File: src/rtl/core/cdq_pkg.sv
// ============================================================================
// cdq_pkg
// Shared constants, request codes and interface structs for the circular
// deque with overwrite and rotate.
// ============================================================================
package cdq_pkg;

    // Ring geometry
    localparam int MAX_ENTRIES = 256;
    localparam int IDX_W       = $clog2(MAX_ENTRIES);
    localparam int CNT_W       = $clog2(MAX_ENTRIES + 1);

    // Word field widths
    localparam int DATA_W = 32;
    localparam int ROT_W  = 10;
    localparam int TYPE_W = 3;

    // Request codes; the two unused codes fall to a no-op
    typedef enum logic [TYPE_W-1:0] {
        REQ_PUSH_FRONT = 3'd0,
        REQ_PUSH_BACK  = 3'd1,
        REQ_POP_FRONT  = 3'd2,
        REQ_POP_BACK   = 3'd3,
        REQ_ROTATE     = 3'd4,
        REQ_REVERSE    = 3'd5
    } t_req_type;

    // Controller sequencing
    typedef enum logic [2:0] {
        ST_IDLE,
        ST_ROT_RD,
        ST_ROT_WR,
        ST_ROT_PTR,
        ST_FINISH
    } t_state;

    // Input word as seen by the controller
    typedef struct packed {
        logic [TYPE_W-1:0] req_type;
        logic [DATA_W-1:0] push_value;
        logic [ROT_W-1:0]  rotate_amount;
    } t_request;

    // Result word
    typedef struct packed {
        logic [DATA_W-1:0] pop_value;
        logic              pop_ok;
        logic [CNT_W-1:0]  items_held;
    } t_result;

    // Ring memory access
    typedef struct packed {
        logic              we;
        logic [IDX_W-1:0]  waddr;
        logic [DATA_W-1:0] wdata;
        logic              re;
        logic [IDX_W-1:0]  raddr;
    } t_ram_port;

endpackage

File: src/rtl/core/cdq_ctrl.sv
// ============================================================================
// cdq_ctrl
// Pointer state, request sequencing and ring memory access for the deque.
// ============================================================================
module cdq_ctrl (
    input  logic                         i_clk,
    input  logic                         i_rst_n,
    input  logic                         i_start,
    input  cdq_pkg::t_request            i_req,
    input  logic                         i_cfg_we,
    input  logic [cdq_pkg::CNT_W-1:0]    i_cfg_data,
    output logic                         o_busy,
    output logic                         o_res_valid,
    output cdq_pkg::t_result             o_res,
    input  logic                         i_res_ready,
    output cdq_pkg::t_ram_port           o_ram,
    input  logic [cdq_pkg::DATA_W-1:0]   i_ram_rdata
);

    // One step up the ring, wrapping at the capacity
    function automatic logic [cdq_pkg::IDX_W-1:0] idx_inc(
        input logic [cdq_pkg::IDX_W-1:0] idx,
        input logic [cdq_pkg::CNT_W-1:0] cap
    );
        logic [cdq_pkg::CNT_W-1:0] nxt;
        nxt = cdq_pkg::CNT_W'(idx) + cdq_pkg::CNT_W'(1);
        return (nxt >= cap) ? '0 : nxt[cdq_pkg::IDX_W-1:0];
    endfunction

    // One step down the ring, wrapping to capacity minus one
    function automatic logic [cdq_pkg::IDX_W-1:0] idx_dec(
        input logic [cdq_pkg::IDX_W-1:0] idx,
        input logic [cdq_pkg::CNT_W-1:0] cap
    );
        logic [cdq_pkg::CNT_W-1:0] top;
        top = cap - cdq_pkg::CNT_W'(1);
        return (idx == '0) ? top[cdq_pkg::IDX_W-1:0] : idx - cdq_pkg::IDX_W'(1);
    endfunction

    // Step with / against the walking direction
    function automatic logic [cdq_pkg::IDX_W-1:0] step_fwd(
        input logic [cdq_pkg::IDX_W-1:0] idx,
        input logic [cdq_pkg::CNT_W-1:0] cap,
        input logic                      rev
    );
        return rev ? idx_dec(idx, cap) : idx_inc(idx, cap);
    endfunction

    function automatic logic [cdq_pkg::IDX_W-1:0] step_bwd(
        input logic [cdq_pkg::IDX_W-1:0] idx,
        input logic [cdq_pkg::CNT_W-1:0] cap,
        input logic                      rev
    );
        return rev ? idx_inc(idx, cap) : idx_dec(idx, cap);
    endfunction

    cdq_pkg::t_state                 r_state, n_state;
    logic [cdq_pkg::CNT_W-1:0]       r_cap, n_cap;
    logic [cdq_pkg::IDX_W-1:0]       r_front, n_front;
    logic [cdq_pkg::IDX_W-1:0]       r_back, n_back;
    logic [cdq_pkg::CNT_W-1:0]       r_total, n_total;
    logic                            r_rev, n_rev;
    logic                            r_pop_ok, n_pop_ok;
    logic [cdq_pkg::CNT_W-1:0]       r_steps, n_steps;
    logic                            r_rot_pos, n_rot_pos;

    logic [cdq_pkg::CNT_W-1:0]       cfg_cap;
    logic [cdq_pkg::CNT_W-1:0]       cfg_top;
    logic [cdq_pkg::ROT_W-1:0]       rot_abs;
    logic [cdq_pkg::CNT_W-1:0]       rot_mag;
    logic                            full;
    logic [cdq_pkg::IDX_W-1:0]       pf_idx;

    // Capacity write clamps to 1..MAX_ENTRIES
    always_comb begin
        if (i_cfg_data == '0) begin
            cfg_cap = cdq_pkg::CNT_W'(1);
        end else if (i_cfg_data > cdq_pkg::CNT_W'(cdq_pkg::MAX_ENTRIES)) begin
            cfg_cap = cdq_pkg::CNT_W'(cdq_pkg::MAX_ENTRIES);
        end else begin
            cfg_cap = i_cfg_data;
        end
        cfg_top = cfg_cap - cdq_pkg::CNT_W'(1);
    end

    // Rotation magnitude, saturated to MAX_ENTRIES
    always_comb begin
        rot_abs = i_req.rotate_amount[cdq_pkg::ROT_W-1]
                ? (~i_req.rotate_amount + cdq_pkg::ROT_W'(1))
                : i_req.rotate_amount;
        if (rot_abs > cdq_pkg::ROT_W'(cdq_pkg::MAX_ENTRIES)) begin
            rot_mag = cdq_pkg::CNT_W'(cdq_pkg::MAX_ENTRIES);
        end else begin
            rot_mag = rot_abs[cdq_pkg::CNT_W-1:0];
        end
    end

    assign full   = (r_total >= r_cap);
    assign pf_idx = step_fwd(r_front, r_cap, r_rev);

    // State registers
    always_ff @(posedge i_clk) begin
        if (!i_rst_n) begin
            r_state   <= cdq_pkg::ST_IDLE;
            r_cap     <= cdq_pkg::CNT_W'(cdq_pkg::MAX_ENTRIES);
            r_front   <= cdq_pkg::IDX_W'(cdq_pkg::MAX_ENTRIES - 1);
            r_back    <= '0;
            r_total   <= '0;
            r_rev     <= 1'b0;
            r_pop_ok  <= 1'b0;
            r_steps   <= '0;
            r_rot_pos <= 1'b0;
        end else begin
            r_state   <= n_state;
            r_cap     <= n_cap;
            r_front   <= n_front;
            r_back    <= n_back;
            r_total   <= n_total;
            r_rev     <= n_rev;
            r_pop_ok  <= n_pop_ok;
            r_steps   <= n_steps;
            r_rot_pos <= n_rot_pos;
        end
    end

    // Next state, pointer updates and memory access
    always_comb begin
        n_state     = r_state;
        n_cap       = r_cap;
        n_front     = r_front;
        n_back      = r_back;
        n_total     = r_total;
        n_rev       = r_rev;
        n_pop_ok    = r_pop_ok;
        n_steps     = r_steps;
        n_rot_pos   = r_rot_pos;
        o_ram       = '0;
        o_res_valid = 1'b0;

        unique case (r_state)
            cdq_pkg::ST_IDLE: begin
                if (i_cfg_we) begin
                    // new capacity empties the deque
                    n_cap   = cfg_cap;
                    n_front = cfg_top[cdq_pkg::IDX_W-1:0];
                    n_back  = '0;
                    n_total = '0;
                    n_rev   = 1'b0;
                end else if (i_start) begin
                    n_pop_ok = 1'b0;
                    n_state  = cdq_pkg::ST_FINISH;
                    unique case (cdq_pkg::t_req_type'(i_req.req_type))
                        cdq_pkg::REQ_PUSH_FRONT: begin
                            n_front     = pf_idx;
                            o_ram.we    = 1'b1;
                            o_ram.waddr = pf_idx;
                            o_ram.wdata = i_req.push_value;
                            if (full) begin
                                n_back = step_fwd(r_back, r_cap, r_rev);
                            end else begin
                                n_total = r_total + cdq_pkg::CNT_W'(1);
                            end
                        end
                        cdq_pkg::REQ_PUSH_BACK: begin
                            o_ram.we    = 1'b1;
                            o_ram.wdata = i_req.push_value;
                            if (full) begin
                                // overwrite the front item
                                n_back      = r_front;
                                n_front     = step_bwd(r_front, r_cap, r_rev);
                                o_ram.waddr = r_front;
                            end else if (r_total == '0) begin
                                n_front     = pf_idx;
                                n_total     = r_total + cdq_pkg::CNT_W'(1);
                                o_ram.waddr = pf_idx;
                            end else begin
                                n_back      = step_bwd(r_back, r_cap, r_rev);
                                n_total     = r_total + cdq_pkg::CNT_W'(1);
                                o_ram.waddr = step_bwd(r_back, r_cap, r_rev);
                            end
                        end
                        cdq_pkg::REQ_POP_FRONT: begin
                            if (r_total != '0) begin
                                o_ram.re    = 1'b1;
                                o_ram.raddr = r_front;
                                n_pop_ok    = 1'b1;
                                n_front     = step_bwd(r_front, r_cap, r_rev);
                                n_total     = r_total - cdq_pkg::CNT_W'(1);
                            end
                        end
                        cdq_pkg::REQ_POP_BACK: begin
                            if (r_total != '0) begin
                                o_ram.re    = 1'b1;
                                o_ram.raddr = r_back;
                                n_pop_ok    = 1'b1;
                                n_back      = step_fwd(r_back, r_cap, r_rev);
                                n_total     = r_total - cdq_pkg::CNT_W'(1);
                            end
                        end
                        cdq_pkg::REQ_ROTATE: begin
                            if (rot_mag != '0) begin
                                n_steps   = rot_mag;
                                n_rot_pos = ~i_req.rotate_amount[cdq_pkg::ROT_W-1];
                                // a full ring only moves its pointers
                                n_state   = (r_total == r_cap) ? cdq_pkg::ST_ROT_PTR
                                                               : cdq_pkg::ST_ROT_RD;
                            end
                        end
                        cdq_pkg::REQ_REVERSE: begin
                            n_rev   = ~r_rev;
                            n_front = r_back;
                            n_back  = r_front;
                        end
                        default: begin
                        end
                    endcase
                end
            end

            // Fetch the item that moves to the other end
            cdq_pkg::ST_ROT_RD: begin
                o_ram.re    = 1'b1;
                o_ram.raddr = r_rot_pos ? r_front : r_back;
                n_state     = cdq_pkg::ST_ROT_WR;
            end

            // Store it at the new end and advance both pointers
            cdq_pkg::ST_ROT_WR: begin
                o_ram.we    = 1'b1;
                o_ram.wdata = i_ram_rdata;
                if (r_rot_pos) begin
                    o_ram.waddr = step_bwd(r_back, r_cap, r_rev);
                    n_back      = step_bwd(r_back, r_cap, r_rev);
                    n_front     = step_bwd(r_front, r_cap, r_rev);
                end else begin
                    o_ram.waddr = pf_idx;
                    n_front     = pf_idx;
                    n_back      = step_fwd(r_back, r_cap, r_rev);
                end
                n_steps = r_steps - cdq_pkg::CNT_W'(1);
                n_state = (r_steps == cdq_pkg::CNT_W'(1)) ? cdq_pkg::ST_FINISH
                                                          : cdq_pkg::ST_ROT_RD;
            end

            // Full ring: one pointer step per cycle, no data movement
            cdq_pkg::ST_ROT_PTR: begin
                if (r_rot_pos) begin
                    n_back  = step_bwd(r_back, r_cap, r_rev);
                    n_front = step_bwd(r_front, r_cap, r_rev);
                end else begin
                    n_back  = step_fwd(r_back, r_cap, r_rev);
                    n_front = pf_idx;
                end
                n_steps = r_steps - cdq_pkg::CNT_W'(1);
                n_state = (r_steps == cdq_pkg::CNT_W'(1)) ? cdq_pkg::ST_FINISH
                                                          : cdq_pkg::ST_ROT_PTR;
            end

            // Hand the result word to the output register
            cdq_pkg::ST_FINISH: begin
                o_res_valid = 1'b1;
                if (i_res_ready) begin
                    n_state = cdq_pkg::ST_IDLE;
                end
            end

            default: begin
                n_state = cdq_pkg::ST_IDLE;
            end
        endcase
    end

    // Result word; pop data comes straight from the RAM read register
    assign o_res.pop_value  = r_pop_ok ? i_ram_rdata : '0;
    assign o_res.pop_ok     = r_pop_ok;
    assign o_res.items_held = r_total;

    assign o_busy = (r_state != cdq_pkg::ST_IDLE);

endmodule

File: config.mk
export PLATFORM = sky130hd
export DESIGN_NAME = cdq_ctrl
export DESIGN_NICKNAME = d
export VERILOG_FILES = /design/src/rtl/core/cdq_pkg.sv /design/src/rtl/core/cdq_ctrl.sv
export SDC_FILE = /design/constraint.sdc
export NUM_CORES = 1
export LEC_CHECK = 0
export ABC_AREA = 1
export BUFFER_PORTS_ARGS = -buffer_cell sky130_fd_sc_hd__buf_4
export CAP_MARGIN = 5
export CORE_MARGIN = 2
export CORE_UTILIZATION = 30
export DETAILED_ROUTE_END_ITERATION = 7
export HOLD_SLACK_MARGIN = 0.05
export MAX_ROUTING_LAYER = met4
export PLACE_DENSITY_LB_ADDON = 0.2
export SETUP_SLACK_MARGIN = 0.4
export SYNTH_ARGS = -nofsm -noshare
export SYNTH_HDL_FRONTEND = slang
export SYNTH_SLANG_ARGS = --single-unit
File: constraint.sdc
create_clock -name i_clk -period 9.4 [get_ports i_clk]
set_input_delay 1.41 -clock i_clk [delete_from_list [all_inputs] [get_ports i_clk]]
set_output_delay 1.41 -clock i_clk [all_outputs]
set_load 0.05 [all_outputs]
==> metrics <==
All-Layer GR Usage=between 20% and 30%; Routed WL=a little under 30000 um; RSZ-0062 raised after global routing=false; Die Y-Extent=between 150 and 200 um; fin nets=1670; Tmin final=5.512 ns; Syn-to-layout area delta=23.69%; First-pass DRT Iterations=5; Synth async-reset ratio=0%; CTS tree=yes; Synth cell types=43; layout cells sized above 1=between 10% and 20%; power share of the combinational group=between 60 and 70%; initial antenna violation count=0; clk slew on worst S/H paths=0.07 ns; Post-CTS Resized=0; Int Pwr=a little over 0.6 mW; final setup margin=between 3 and 4 ns; top post-synthesis cells by area=nand2_1 24%, dfxtp_1 13%, inv_1 10%; top cells by count, synth=464 x nand2_1, 197 x inv_1, 144 x nor2_1; part of the power in registers=22.1%; Max Fanout on Critical Path=33; peak supply drop=82.50 uV; startpoint types=primary input; CP max-delay cell=nand3_1; Max Clk Rate=between 0.15 and 0.2 GHz; crit-path cells=buf_4, nor2_1, inv_1, nor2_1, nand3_1, o21ai_0, buf_4; max capacitance violation total=0; multiplexer share of the synthesized area=0%; post-synth top area share=between 20% and 30%; cts hold-fix bufs=0; worst min-delay path class=reg2reg; Vias=slightly above 9000; syn avg cell area=5.274 um^2; Main synth FF type=dfxtp_1; fill count=around 2700; wire length per cell=about 16 um; Post-Synth Adder-Cell Area=a little under 8%; CP Class=in2out; CTS Buffer Depth=2; Antenna diodes=0; pin count of the biggest net entering global routing=40; crit end category=primary output; Psw=0.7348 mW; drt via density=between 4 and 5; CTS Sinks=slightly below 50; count leader, synth=nand2_1; Mapped Cells=1390; IO Port Bufs=184; Clock Latency Late Sink=0.32 ns; initial core utilization=between 30 and 40%; Compound-Gate Fraction of Synth Area=between 15 and 20%; largest family of logic cells by synthesized area=simple AND/OR/NAND/NOR gates; DIE AREA=25700 um^2; worst path arrival time=between 4 and 5 ns; simple-gate share of the synthesized area=45.04%; cts bufs inserted=5; Final Cycle Share=between 50% and 60%; crit path buf inv count=3; post-synthesis xor/xnor area fraction=under 10%; pwr/cell area=between 100 and 150 nW/um^2; TNS Setup=0 ns; CP required=7.99 ns; H-Tree Depth=2; number of enable flip-flop cells after synthesis=0; Layout Skew=approximately 0.011 ns; Post-CTS Setup Bufs=0; GPL Wtd Cong=~0.98; Sw Ratio=54.48%; IO Pins=about 190; register bit total from synthesis=49; P_leak=5.088 nW; Syn Std Cell Area=~7300 um^2; Die X=160.3 um; Pins Over Slew Limit=0; Slew @ Worst Pin=1.109 ns; DPL Wire Length=roughly 24000 um; # setup viols final=0; Net Count, Synth=between 1500 and 2000; worst slack, placed=around 4.0 ns; Seq/Total Area, Yosys=~13%; clock power share=about 16%; crit-path leading delay family=simple AND/OR/NAND/NOR gates; Relative slew margins=between 20 and 30%; area leader, netlist=nand2_1; Ys Warns=0; first-pass GRT wire length=~46000 um; row cnt=between 50 and 60; Final Hold Viols=0; slowest stage delay, CP=0.90 ns; Iter 0 DRT Violations=just over 700; core outline area=24180 um^2; Antenna Nets Post-Route=0; status=completed; DRC viols=0; grt ovf=0; Root Buffer=clkbuf_16; vias in the first global route=between 8000 and 9000
==> logic make-up after synthesis <==
family	after synthesis
simple gates	785
fa+ha+maj	46
flops	49
buf+inv	258
xor+xnor	33
compound gates	219
==> final cells by class <==
type,instances,area (um^2),area share [%]
timing repair buffer,188,1411,15.57
tap,324,405.4,4.471
multi-input combinational,1083,5341,58.91
sequential,49,980.9,10.82
inverter,206,773.2,8.528
clock inverter,2,16.27,0.1794
clock buffer,6,138.9,1.532
==> per-stage QoR <==
step                power [mW]  hold WS [ns]  cells  util (%)  cell area, um^2
floorplan               0.8775        0.5037   1390         -             7331
global placement         1.119        0.5306   1850     36.86             8912
detailed placement       1.124        0.5246   1850     36.86             8912
CTS                      1.338        0.5372   1858     37.50             9067
global route             1.464        0.5825   1858     37.50             9067
finish                   1.349        0.5351   1858     37.50             9067
==> worst reg2reg max path: stages, from the launching register on <==
cell,delay [ns]
dfxtp_1,0.62
ha_1,0.26
nand2_1,0.06
nor2_1,0.17
nand3_1,0.13
xor2_1,0.16
inv_1,0.09
ha_1,0.30
a21oi_1,0.15
o21a_1,0.13
nand4_1,0.23
inv_1,0.27
nand2_1,0.10
o21ai_0,0.30
nand2_1,0.12
nand3_1,0.19
nand2_1,0.08
inv_1,0.07
nand2_1,0.05
nand2_1,0.05
==> final timing paths <==
| kind | endpoint | cells past startpoint | slack [ns] | startpoint |
|---|---|---|---|---|
| max | o_ram[10] | 7 | 3.89 | i_cfg_we |
| max reg2reg | r_front[4] | 19 | 5.82 | r_front[0] |
| min | r_total[2] | 2 | 0.54 | r_total[2] |
| min reg2reg | r_total[2] | 2 | 0.54 | r_total[2] |
==> state kept, by name, indices dropped and copies added, names as in the netlist <==
signal	count
r_front	8
r_rot_pos	1
r_cap	9
r_rev	1
r_total	9
r_pop_ok	1
r_steps	9
r_state	3
r_back	8
==> power groups by stage <==
stage | Clock (mW) | Sequential [mW] | Combinational [mW]
4_1_cts | 0.215 | 0.296 | 0.827
5_1_grt | 0.221 | 0.300 | 0.943
2_1_floorplan | 0 | 0.273 | 0.604
3_5_place_dp | 0 | 0.301 | 0.823
3_3_place_gp | 0 | 0.302 | 0.817
6_report | 0.213 | 0.298 | 0.837
==> routing by layer <==
layer  share of wire, %  track usage, %
met1                 46           31.21
met2                 45           35.95
met3                7.1           3.306
met4                1.7           4.627
met5                  0               -
==> cell usage in the layout, fill, tap and decap left out, types with 2 or more instances in the layout <==
cell       count
inv_2          6
nor2_1       143
a22oi_1        7
dfxtp_1       49
buf_4        188
xor2_1        30
xnor2_1        3
nand3_1      112
inv_1        197
nor3_2         2
nand2_2        2
a21o_1         7
nand3_2        4
nor3_1        13
o21a_1         2
or2_2          8
clkbuf_16      5
ha_1          45
nand2_1      464
o21ai_0      113
o21ai_1        6
nand4_1       19
clkinv_1       3
nand3b_1       4
o211ai_1       4
nor2_2         6
a21oi_1       76
or2_1          2
Power figures use the tool's default switching activity.
